`config.mk`:
```
export PLATFORM = sky130hd
export DESIGN_NAME = button_debounce_long_press_encoder_top_flat
export DESIGN_NICKNAME = d
export VERILOG_FILES = /design/src/rtl/bdlp_pkg.sv /design/src/rtl/bdlp_if.sv /design/src/rtl/bdlp_core.sv /design/src/rtl/button_debounce_long_press_encoder_top.sv /design/src/flat_wrapper.sv
export SDC_FILE = /design/constraint.sdc
export NUM_CORES = 1
export LEC_CHECK = 0
export BUFFER_PORTS_ARGS = -buffer_cell sky130_fd_sc_hd__buf_2
export CORE_MARGIN = 2
export CORE_UTILIZATION = 40
export CTS_CLUSTER_SIZE = 16
export DETAILED_ROUTE_END_ITERATION = 12
export PLACE_DENSITY = 0.61
export SLEW_MARGIN = 5
export SYNTH_ARGS = -nofsm -noshare
export SYNTH_HDL_FRONTEND = slang
export SYNTH_SLANG_ARGS = --single-unit
```
`constraint.sdc`:
```
create_clock -name i_clk -period 9.2 [get_ports i_clk]
set_input_delay 1.84 -clock i_clk [delete_from_list [all_inputs] [get_ports i_clk]]
set_output_delay 1.84 -clock i_clk [all_outputs]
set_load 0.03 [all_outputs]
```
`src/rtl/bdlp_pkg.sv`:
```
// shared types, widths and constants of the button debounce / long-press encoder block
`timescale 1ns / 1ps

package bdlp_pkg;

    localparam int TIME_W = 32;
    localparam int POS_W  = 32;
    localparam int CFG_W  = 16;
    localparam int IDX_W  = 1;

    // configuration register indexes
    localparam logic [IDX_W-1:0] REG_DEBOUNCE   = 1'b0;
    localparam logic [IDX_W-1:0] REG_LONG_PRESS = 1'b1;

    // reset values of the configuration registers
    localparam logic [CFG_W-1:0] DEBOUNCE_RST   = 16'd50;
    localparam logic [CFG_W-1:0] LONG_PRESS_RST = 16'd1000;

    typedef struct packed {
        logic [CFG_W-1:0] debounce_ms;
        logic [CFG_W-1:0] long_press_ms;
    } t_cfg;

    typedef struct packed {
        logic                    main_level;
        logic                    ping_level;
        logic signed [POS_W-1:0] encoder_position;
        logic [TIME_W-1:0]       now_ms;
    } t_in_item;

    typedef struct packed {
        logic                    main_click;
        logic                    main_long;
        logic                    ping_press;
        logic                    rotated;
        logic                    pushed_rotated;
        logic signed [POS_W-1:0] position;
    } t_out_item;

endpackage

```
`src/rtl/bdlp_if.sv`:
```
// input and output channel interfaces of the button debounce / long-press encoder block
`timescale 1ns / 1ps

interface bdlp_in_if;
    logic                                 valid;
    logic                                 ready;
    logic                                 main_level;
    logic                                 ping_level;
    logic signed [bdlp_pkg::POS_W-1:0]    encoder_position;
    logic [bdlp_pkg::TIME_W-1:0]          now_ms;

    modport source (output valid, main_level, ping_level, encoder_position, now_ms,
                    input ready);
    modport sink (input valid, main_level, ping_level, encoder_position, now_ms,
                  output ready);
endinterface

interface bdlp_out_if;
    logic                                 valid;
    logic                                 ready;
    logic                                 main_click;
    logic                                 main_long;
    logic                                 ping_press;
    logic                                 rotated;
    logic                                 pushed_rotated;
    logic signed [bdlp_pkg::POS_W-1:0]    position;

    modport source (output valid, main_click, main_long, ping_press, rotated,
                    pushed_rotated, position, input ready);
    modport sink (input valid, main_click, main_long, ping_press, rotated,
                  pushed_rotated, position, output ready);
endinterface

```
`src/rtl/bdlp_core.sv`:
```
// debounce state, long-press tracking and encoder change detection for one poll
`timescale 1ns / 1ps

module bdlp_core (
    input  logic                i_clk,
    input  logic                i_rst_n,
    input  logic                i_step,
    input  bdlp_pkg::t_cfg      i_cfg,
    input  bdlp_pkg::t_in_item  i_item,
    output bdlp_pkg::t_out_item o_result
);

    logic                          r_main_stable, n_main_stable;
    logic [bdlp_pkg::TIME_W-1:0]   r_main_changed_at, n_main_changed_at;
    logic                          r_long_seen, n_long_seen;
    logic                          r_ping_stable, n_ping_stable;
    logic [bdlp_pkg::TIME_W-1:0]   r_ping_changed_at, n_ping_changed_at;
    logic [bdlp_pkg::POS_W-1:0]    r_last_position, n_last_position;

    logic [bdlp_pkg::TIME_W-1:0]   main_elapsed;
    logic [bdlp_pkg::TIME_W-1:0]   ping_elapsed;
    logic                          long_hit;
    logic                          long_after_test;
    logic                          main_accept;
    logic                          ping_accept;
    logic                          pos_changed;

    always_comb begin
        main_elapsed = i_item.now_ms - r_main_changed_at;
        ping_elapsed = i_item.now_ms - r_ping_changed_at;

        // long press test sees the stable level from before this poll
        long_hit = !r_long_seen && !r_main_stable &&
                   (main_elapsed > {{(bdlp_pkg::TIME_W-bdlp_pkg::CFG_W){1'b0}},
                                    i_cfg.long_press_ms});
        long_after_test = r_long_seen | long_hit;

        main_accept = (i_item.main_level != r_main_stable) &&
                      (main_elapsed > {{(bdlp_pkg::TIME_W-bdlp_pkg::CFG_W){1'b0}},
                                       i_cfg.debounce_ms});
        ping_accept = (i_item.ping_level != r_ping_stable) &&
                      (ping_elapsed > {{(bdlp_pkg::TIME_W-bdlp_pkg::CFG_W){1'b0}},
                                       i_cfg.debounce_ms});

        n_main_stable     = main_accept ? i_item.main_level : r_main_stable;
        n_main_changed_at = main_accept ? i_item.now_ms : r_main_changed_at;
        n_ping_stable     = ping_accept ? i_item.ping_level : r_ping_stable;
        n_ping_changed_at = ping_accept ? i_item.now_ms : r_ping_changed_at;

        pos_changed     = i_item.encoder_position != r_last_position;
        n_last_position = pos_changed ? i_item.encoder_position : r_last_position;

        // release clears the hold flag; a rotation during a hold sets it
        if (pos_changed && !n_main_stable) begin
            n_long_seen = 1'b1;
        end else if (main_accept && i_item.main_level) begin
            n_long_seen = 1'b0;
        end else begin
            n_long_seen = long_after_test;
        end

        o_result.main_click     = main_accept && i_item.main_level && !long_after_test;
        o_result.main_long      = long_hit;
        o_result.ping_press     = ping_accept && !i_item.ping_level;
        o_result.rotated        = pos_changed && n_main_stable;
        o_result.pushed_rotated = pos_changed && !n_main_stable;
        o_result.position       = pos_changed ? i_item.encoder_position : '0;
    end

    always_ff @(posedge i_clk) begin
        if (!i_rst_n) begin
            r_main_stable     <= 1'b1;
            r_main_changed_at <= '0;
            r_long_seen       <= 1'b0;
            r_ping_stable     <= 1'b1;
            r_ping_changed_at <= '0;
            r_last_position   <= '0;
        end else if (i_step) begin
            r_main_stable     <= n_main_stable;
            r_main_changed_at <= n_main_changed_at;
            r_long_seen       <= n_long_seen;
            r_ping_stable     <= n_ping_stable;
            r_ping_changed_at <= n_ping_changed_at;
            r_last_position   <= n_last_position;
        end
    end

endmodule

```
`src/rtl/button_debounce_long_press_encoder_top.sv`:
```
// top level of the button debounce / long-press encoder block
`timescale 1ns / 1ps

// polls arrive on i_in: both active-low button levels, the encoder count and a
// millisecond timestamp; every poll gives exactly one result transaction on o_out
// with click, long press, second-button press, rotation and pushed-rotation flags
// plus the encoder position (zero when no rotation is flagged)
// debounce_ms and long_press_ms are written through i_cfg_we / i_cfg_index /
// i_cfg_data while the block is idle, a rule on the user that the block itself
// does not enforce; data is 16 bits wide; an accepted poll goes through the
// input register, then one pass of debounce logic into the result register
// throughput: one poll per clock while o_out.ready holds; the single pass of
// debounce logic with its 32-bit elapsed-time subtract and compare sets the cycle
// reset (synchronous, active low) empties both registers, sets both buttons to
// released, clears time stamps, hold flag and last position, and restores the
// register defaults of 50 ms and 1000 ms
// a stalled receiver holds the result register; the input register still takes
// one more poll, then i_in.ready drops until the result is taken
module button_debounce_long_press_encoder_top (
    input  logic                          i_clk,
    input  logic                          i_rst_n,
    bdlp_in_if.sink                       i_in,
    bdlp_out_if.source                    o_out,
    input  logic                          i_cfg_we,
    input  logic [bdlp_pkg::IDX_W-1:0]    i_cfg_index,
    input  logic [bdlp_pkg::CFG_W-1:0]    i_cfg_data
);

    // configuration registers
    bdlp_pkg::t_cfg      r_cfg;

    // input register stage
    logic                r_in_valid;
    bdlp_pkg::t_in_item  r_in_item;

    // result register stage
    logic                r_out_valid;
    bdlp_pkg::t_out_item r_out_item;

    bdlp_pkg::t_out_item result;
    logic                out_free;
    logic                step;
    logic                in_take;

    // result register can load when empty or being drained this cycle
    assign out_free = !r_out_valid || o_out.ready;
    assign step     = r_in_valid && out_free;
    assign in_take  = i_in.valid && i_in.ready;

    assign i_in.ready = !r_in_valid || out_free;

    always_ff @(posedge i_clk) begin
        if (!i_rst_n) begin
            r_cfg.debounce_ms   <= bdlp_pkg::DEBOUNCE_RST;
            r_cfg.long_press_ms <= bdlp_pkg::LONG_PRESS_RST;
        end else if (i_cfg_we) begin
            case (i_cfg_index)
                bdlp_pkg::REG_DEBOUNCE:   r_cfg.debounce_ms   <= i_cfg_data;
                bdlp_pkg::REG_LONG_PRESS: r_cfg.long_press_ms <= i_cfg_data;
                default: begin
                end
            endcase
        end
    end

    // input stage valid
    always_ff @(posedge i_clk) begin
        if (!i_rst_n) begin
            r_in_valid <= 1'b0;
        end else if (i_in.ready) begin
            r_in_valid <= i_in.valid;
        end
    end

    // input stage payload
    always_ff @(posedge i_clk) begin
        if (in_take) begin
            r_in_item.main_level       <= i_in.main_level;
            r_in_item.ping_level       <= i_in.ping_level;
            r_in_item.encoder_position <= i_in.encoder_position;
            r_in_item.now_ms           <= i_in.now_ms;
        end
    end

    bdlp_core u_core (
        .i_clk    (i_clk),
        .i_rst_n  (i_rst_n),
        .i_step   (step),
        .i_cfg    (r_cfg),
        .i_item   (r_in_item),
        .o_result (result)
    );

    // result stage valid
    always_ff @(posedge i_clk) begin
        if (!i_rst_n) begin
            r_out_valid <= 1'b0;
        end else if (out_free) begin
            r_out_valid <= r_in_valid;
        end
    end

    // result stage payload
    always_ff @(posedge i_clk) begin
        if (step) begin
            r_out_item <= result;
        end
    end

    assign o_out.valid          = r_out_valid;
    assign o_out.main_click     = r_out_item.main_click;
    assign o_out.main_long      = r_out_item.main_long;
    assign o_out.ping_press     = r_out_item.ping_press;
    assign o_out.rotated        = r_out_item.rotated;
    assign o_out.pushed_rotated = r_out_item.pushed_rotated;
    assign o_out.position       = r_out_item.position;

    // a rotation is either plain or pushed, never both
    a_rot_exclusive: assert property (@(posedge i_clk) disable iff (!i_rst_n)
        r_out_valid |-> !(r_out_item.rotated && r_out_item.pushed_rotated))
        else $error("rotated and pushed_rotated both set");

    // position is only reported alongside a rotation
    a_pos_zero: assert property (@(posedge i_clk) disable iff (!i_rst_n)
        (r_out_valid && !r_out_item.rotated && !r_out_item.pushed_rotated)
            |-> (r_out_item.position == '0))
        else $error("position nonzero without rotation");

    // the poll that flags a long press can never also give a click
    a_click_vs_long: assert property (@(posedge i_clk) disable iff (!i_rst_n)
        r_out_valid |-> !(r_out_item.main_click && r_out_item.main_long))
        else $error("click and long press in one result");

    // a result appears only after the input stage held a poll
    a_out_source: assert property (@(posedge i_clk) disable iff (!i_rst_n)
        (!r_out_valid ##1 r_out_valid) |-> $past(r_in_valid))
        else $error("result without a poll in the input stage");

endmodule

```
`src/flat_wrapper.sv`:
```
// flat-port wrapper written by rule: the top's interface ports become plain ports
module button_debounce_long_press_encoder_top_flat 
  (i_clk, i_rst_n, i_cfg_we, i_cfg_index, i_cfg_data, i_in_valid, i_in_main_level, i_in_ping_level, i_in_encoder_position, i_in_now_ms, i_in_ready, o_out_valid, o_out_main_click, o_out_main_long, o_out_ping_press, o_out_rotated, o_out_pushed_rotated, o_out_position, o_out_ready);
  bdlp_in_if i_in_i ();
  bdlp_out_if o_out_i ();
  input  logic i_clk;
  input  logic i_rst_n;
  input  logic i_cfg_we;
  input  logic [bdlp_pkg::IDX_W-1:0] i_cfg_index;
  input  logic [bdlp_pkg::CFG_W-1:0] i_cfg_data;
  input wire logic [$bits(i_in_i.valid)-1:0] i_in_valid;
  input wire logic [$bits(i_in_i.main_level)-1:0] i_in_main_level;
  input wire logic [$bits(i_in_i.ping_level)-1:0] i_in_ping_level;
  input wire logic [$bits(i_in_i.encoder_position)-1:0] i_in_encoder_position;
  input wire logic [$bits(i_in_i.now_ms)-1:0] i_in_now_ms;
  output wire logic [$bits(i_in_i.ready)-1:0] i_in_ready;
  output wire logic [$bits(o_out_i.valid)-1:0] o_out_valid;
  output wire logic [$bits(o_out_i.main_click)-1:0] o_out_main_click;
  output wire logic [$bits(o_out_i.main_long)-1:0] o_out_main_long;
  output wire logic [$bits(o_out_i.ping_press)-1:0] o_out_ping_press;
  output wire logic [$bits(o_out_i.rotated)-1:0] o_out_rotated;
  output wire logic [$bits(o_out_i.pushed_rotated)-1:0] o_out_pushed_rotated;
  output wire logic [$bits(o_out_i.position)-1:0] o_out_position;
  input wire logic [$bits(o_out_i.ready)-1:0] o_out_ready;
  assign i_in_i.valid = i_in_valid;
  assign i_in_i.main_level = i_in_main_level;
  assign i_in_i.ping_level = i_in_ping_level;
  assign i_in_i.encoder_position = i_in_encoder_position;
  assign i_in_i.now_ms = i_in_now_ms;
  assign i_in_ready = i_in_i.ready;
  assign o_out_valid = o_out_i.valid;
  assign o_out_main_click = o_out_i.main_click;
  assign o_out_main_long = o_out_i.main_long;
  assign o_out_ping_press = o_out_i.ping_press;
  assign o_out_rotated = o_out_i.rotated;
  assign o_out_pushed_rotated = o_out_i.pushed_rotated;
  assign o_out_position = o_out_i.position;
  assign o_out_i.ready = o_out_ready;
  button_debounce_long_press_encoder_top u_core (.i_clk(i_clk), .i_rst_n(i_rst_n), .i_in(i_in_i), .o_out(o_out_i), .i_cfg_we(i_cfg_we), .i_cfg_index(i_cfg_index), .i_cfg_data(i_cfg_data));
endmodule
```
### Word level (Yosys, flattened, before mapping)

Cells that the tools add are included.
Widths: inputs -> output; s select.

| operators by class | value |
|---|---|
| add/subtract/negate cells | 2 |
| multiply operators | 0 |
| divide/modulo/power cells | 0 |
| order comparisons | 3 |
| eq/ne operators | 3 |
| shift-type cells | 0 |
| muxes and demuxes | 3 |
| bitwise gates (word level) | 2 |
| reduce and logical (&&, ||, !) cells | 25 |

Operator list:

| cell | count |
|---|---|
| $gt 32x16->1 | 3 |
| $sub 32x32->32 | 2 |
| $ne 32x32->1 | 1 |
| $logic_and 1x1->1 | 11 |
| $reduce_and 2->1 | 5 |
| $logic_not 1->1 | 7 |
| $mux 1 | 3 |
| $logic_or 1x1->1 | 2 |
| $ne 1x1->1 | 2 |
| $not 1->1 | 1 |
| $or 1x1->1 | 1 |

| storage, ports and cells | value |
|---|---|
| register bits after elaboration | 236 |
| bits in latches | 0 |
| memory bits (writable) | 0 |
| memory bits (read-only) | 0 |
| input bits | 88 |
| output and inout bits | 39 |
| logic and storage cells | 58 |
| memories kept | 0 |

### Depth between registers and ports, before layout

| depth | value |
|---|---|
| depth in word-level cells | 7 |
| mapped depth | 23 |
| gate-level depth less buffers | 22 |

### Cells and area by module

Synthesis repeated with hierarchy kept, for this count alone.

| second synthesis, totals | value |
|---|---|
| cells, all modules | 1544 |
| area, all modules | 14382.5 um^2 |

Modules (own cells, without submodules):

| module | instances | cells each | area each (um^2) | seq. area each (um^2) |
|---|---|---|---|---|
| bdlp_core | 1 | 1298 | 9885.7 | 1981.9 |
| button_debounce_long_press_encoder_top | 1 | 246 | 4496.8 | 3773.6 |

### Worst setup path before layout

OpenSTA, ideal clock, no wires.

| path | value |
|---|---|
| kind | reg2reg |
| start point | reg u_core.r_in_item[0] in the netlist's numbering |
| end point | reg u_core.u_core.r_ping_changed_at[10] in the netlist's numbering |
| setup time | 0.120 ns |
| arrival time | 4.589 ns |
| setup slack | 4.491 ns |
| stages on the path, launching flop included | 24 |
| buffers on the path | 1 |
| period minus slack after synthesis | 4.709 ns |
| cell sequence | edfxtp_1 inv_1 ha_1 inv_1 fa_1 a21o_1 a31o_2 a32oi_2 nand2_1 a21o_1 a21oi_1 xnor2_1 ha_1 nand4_1 or4_1 nor2b_1 a21oi_1 o311ai_0 nor4_2 nand4_1 nor4_4 nor3_4 buf_6 mux2i_1 |

| between the ends | value |
|---|---|
| cells in the longest elaborated chain, start to end | 4 |

Ends and longest elaborated chain:

| item | RTL line | source |
|---|---|---|
| start, declared | button_debounce_long_press_encoder_top.sv:34 | `bdlp_pkg::t_in_item r_in_item;` |
| $sub 32x32->32 | bdlp_core.sv:30 | `ping_elapsed = i_item.now_ms - r_ping_changed_at;` |
| $gt 32x16->1 | bdlp_core.sv:42 | `(ping_elapsed > {{(bdlp_pkg::TIME_W-bdlp_pkg::CFG_W){1'b0}},` |
| $logic_and 1x1->1 | bdlp_core.sv:41 | `ping_accept = (i_item.ping_level != r_ping_stable) &&` |
| $reduce_and 2->1 (no source line) | n/a |  |
| end signal, assigned | bdlp_core.sv:83 | `r_ping_changed_at <= n_ping_changed_at;` |
| end, declared | bdlp_core.sv:17 | `logic [bdlp_pkg::TIME_W-1:0] r_ping_changed_at, n_ping_changed_at;` |

No other way between the ends.
A chain may end at the register's enable or synchronous reset.

### Final worst setup path

| path | value |
|---|---|
| start point | reg u_core.r_in_item[0] in the netlist's numbering |
| end point | reg u_core.u_core.r_ping_changed_at[20] in the netlist's numbering |

The elaborated chain is that of the path after synthesis.

==> out/metrics.yaml <==
synth:
  synth_area_um2: 14200
  yosysMostFrequentCell: "nand2_1"
  synth_top_flop_cell: "dfxtp_1"
  syn_nets: 1733
  ys_warn_count: 0
  synth_top_cell_by_area: "edfxtp_1"
  seq_area_frac_synth_pct: 40.6
  netlist_top_cells_count: "nand2_1, dfxtp_1, inv_1"
  ys_ff_latch: 236
  synth_edf_count: 103
  synthArstFlopShare_pct: 0
  synth_cells: 1533
  ys_top_cells_by_area: "edfxtp_1, dfxtp_1, ha_1"
  synth.avg_cell_area_um2: 9.25
  yosysUniqueCellTypes: 81
  yosys.area.top_type_share_pct: 21.8
status:
  status: "complete, no violations"
route:
  ant_nets: 0
  wirelength_um: 36500
  drt_pass1_iterations: 6
  drt_iter0_drc: 784
  drcViolationCount: 0
  vias: 11217
  avgRoutedWirePerCell_um: 17.3
  vias_per_cell: 5.32
placed_design:
  io_buffers: 126
  dp_hpwl_um: 27300
  gp_congestion: 0.899
  place_area_um2: 15100
cts:
  cts_inserted_buffers: 27
  cts-root-buf: "clkbuf_16"
  clockBufferDepth: 3
  post-cts-setup-buffers: 0
  cts_tree: "done"
  path_clk_slew_ns: 0.06
  clk_latency_ns: 0.57
  cts_hold_buf: 0
  cts_max_level: 1
  ctsResizeCount: 0
  clock_sinks: 236
final_layout:
  drive_above_1_share_pct: 12.8
  nFillCells: 3325
  seqCellArea_um2: 5760
  multi_input_area_um2: 7660
  syn2layout_area_growth_pct: 13.1
  finalNetCount: 1832
  final_area_um2: 16000
timing:
  max_freq_mhz: 174
  fin_skew_ns: 0.0223
  setup_violations: 0
  fin_setup_tns_ns: 0
  tightest_slew_ns: 1.16
  min_period_ns: 5.75
  hold_ws_ns: 0.456
  finalCritPeriodShare_pct: 62.5
  max-slew-margin-rel_pct: 22.6
  rsz0062_at_grt: "no"
  finalMaxSlewViolations: 0
  hold_viol_final: 0
setup_path:
  cp-endpoint: "u_core.u_core.r_ping_changed_at[20]"
  worstPathArrival_ns: 6.19
  worst_ep_required_time_ns: 9.64
  cp-start-kind: "flop"
  path_class: "flop to flop"
  reg2reg_depth: 23
  reg2reg_to: "u_core.u_core.r_ping_changed_at[20]"
  path_max_fanout: 23
  r2r-start: "u_core.r_in_item[0]"
  cp-startpoint: "u_core.r_in_item[0]"
  ff2ff_setup_slack_ns: 3.45
  critPathCaptureType: "flop"
pwr:
  peakVddDrop_uv: 166
  power_density_nw_per_um2: 182
  p_leak_nw: 6.35
hold_path:
  hp-class: "flop to flop"
grt:
  grt_pass1_vias: 10974
  grt_overflow_total: 0
  grt_max_degree: 87
  grt_pass1_wl_um: 57900
  antenna_found_initial: 1
  grt_usage_pct: 19.8
floorplanning:
  die_h_um: 192
  coreArea_um2: 34700
  dieArea_um2: 37000
  initial_core_util_pct: 40.8
  num_rows: 68
  ios: 127
  fp.dieW_um: 192
flow_run:
  maxCapViolations: 0
per-stage QoR:
step	setup slack, ns	power (mW)	std cells	util [%]
6_report	3.45	2.91	2109	46.2
5_1_grt	3.14	3.06	2108	46.2
4_1_cts	3.45	2.95	2108	46.2
3_5_place_dp	3.45	1.80	2058	43.5
3_3_place_gp	3.63	1.79	2058	43.5
2_1_floorplan	4.49	1.64	1533	-
state kept, by name, summed over array words and instances, names as in the netlist:
name / flops
u_core.o_out.ping_press: 1
u_core.r_in_item: 66
u_core.o_out.valid: 1
u_core.o_out.position: 32
u_core.r_in_valid: 1
u_core.u_core.r_long_seen: 1
u_core.o_out.rotated: 1
u_core.u_core.r_ping_changed_at: 32
u_core.u_core.r_main_changed_at: 32
u_core.o_out.main_long: 1
u_core.u_core.r_ping_stable: 1
u_core.o_out.pushed_rotated: 1
u_core.o_out.main_click: 1
u_core.u_core.r_last_position: 32
u_core.u_core.r_main_stable: 1
u_core.r_cfg: 32
area by class of cell:
| cell class | instances | area share [%] |
|---|---|---|
| antenna | 1 | 0.0156 |
| inverter | 113 | 2.64 |
| clock buffer | 35 | 4.85 |
| multi-input combinational | 1122 | 47.8 |
| timing repair buffer | 132 | 4.23 |
| tap | 455 | 3.55 |
| clock inverter | 15 | 1.07 |
| sequential | 236 | 35.9 |
critical path, stage by stage (launching register included):
cell,delay [ns]
edfxtp_1,0.39
inv_1,0.09
ha_1,0.16
inv_1,0.06
fa_1,0.41
a21o_1,0.19
a31o_2,0.27
a32oi_2,0.38
nand2_1,0.15
a21o_1,0.20
a21oi_1,0.16
xnor2_1,0.09
ha_1,0.32
nand4_1,0.15
or4_1,0.57
nor2b_1,0.15
a21oi_1,0.16
o311ai_0,0.22
nor4_2,0.19
nand4_1,0.17
nor4_4,0.45
nor3_4,0.19
buf_4,0.33
mux2i_1,0.18
kinds of logic after synthesis:
family / synth area share (%)
xor gates and xnor gates: 4.32
AOI/OAI and AO/OA: 17.6
and+or+nand+nor: 16.9
muxes: 5.16
DFF: 40.6
buffers and inverters: 5.42
adders and majority gates: 9.99
worst min path at each step:
stage	start	slack [ns]	cells after the start	endpoint
floorplan	u_core.u_core.r_ping_changed_at[10]	0.43	2	u_core.u_core.r_ping_changed_at[10]
global placement	u_core.u_core.r_ping_changed_at[3]	0.44	2	u_core.u_core.r_ping_changed_at[3]
detailed placement	u_core.u_core.r_ping_changed_at[27]	0.45	2	u_core.u_core.r_ping_changed_at[27]
CTS	u_core.u_core.r_ping_changed_at[6]	0.46	2	u_core.u_core.r_ping_changed_at[6]
global route	u_core.u_core.r_ping_changed_at[12]	0.47	2	u_core.u_core.r_ping_changed_at[12]
finish	u_core.u_core.r_ping_changed_at[27]	0.46	2	u_core.u_core.r_ping_changed_at[27]
routing by layer:
metal	global-route usage, %	up-vias	share of wire (%)
met5	0	-	0.019
met3	3.89	63	5.4
met2	33.4	250	46
met1	25.7	5281	45
met4	5.93	2	3.2
li1	-	5621	-
report_power, final:
group	internal, mW	switching (mW)	total [mW]
Sequential	1.15	0.0361	1.19
Clock	0.682	0.451	1.13
Combinational	0.234	0.358	0.592
Total	2.07	0.846	2.91
cell usage in the layout (no fill, tap or decap), drive strengths merged, types with 35 or more instances in the layout:
| cell | Yosys | layout |
|---|---|---|
| a21boi | 57 | 57 |
| a21o | 39 | 39 |
| a21oi | 88 | 88 |
| and2 | 39 | 39 |
| buf | 19 | 132 |
| clkbuf | 43 | 35 |
| dfxtp | 133 | 133 |
| edfxtp | 103 | 103 |
| ha | 110 | 110 |
| inv | 113 | 114 |
| mux2i | 72 | 72 |
| nand2 | 284 | 284 |
| nor2 | 54 | 54 |
| o21ai | 54 | 54 |
| xnor2 | 56 | 56 |
(Power assumes the default switching activity.)
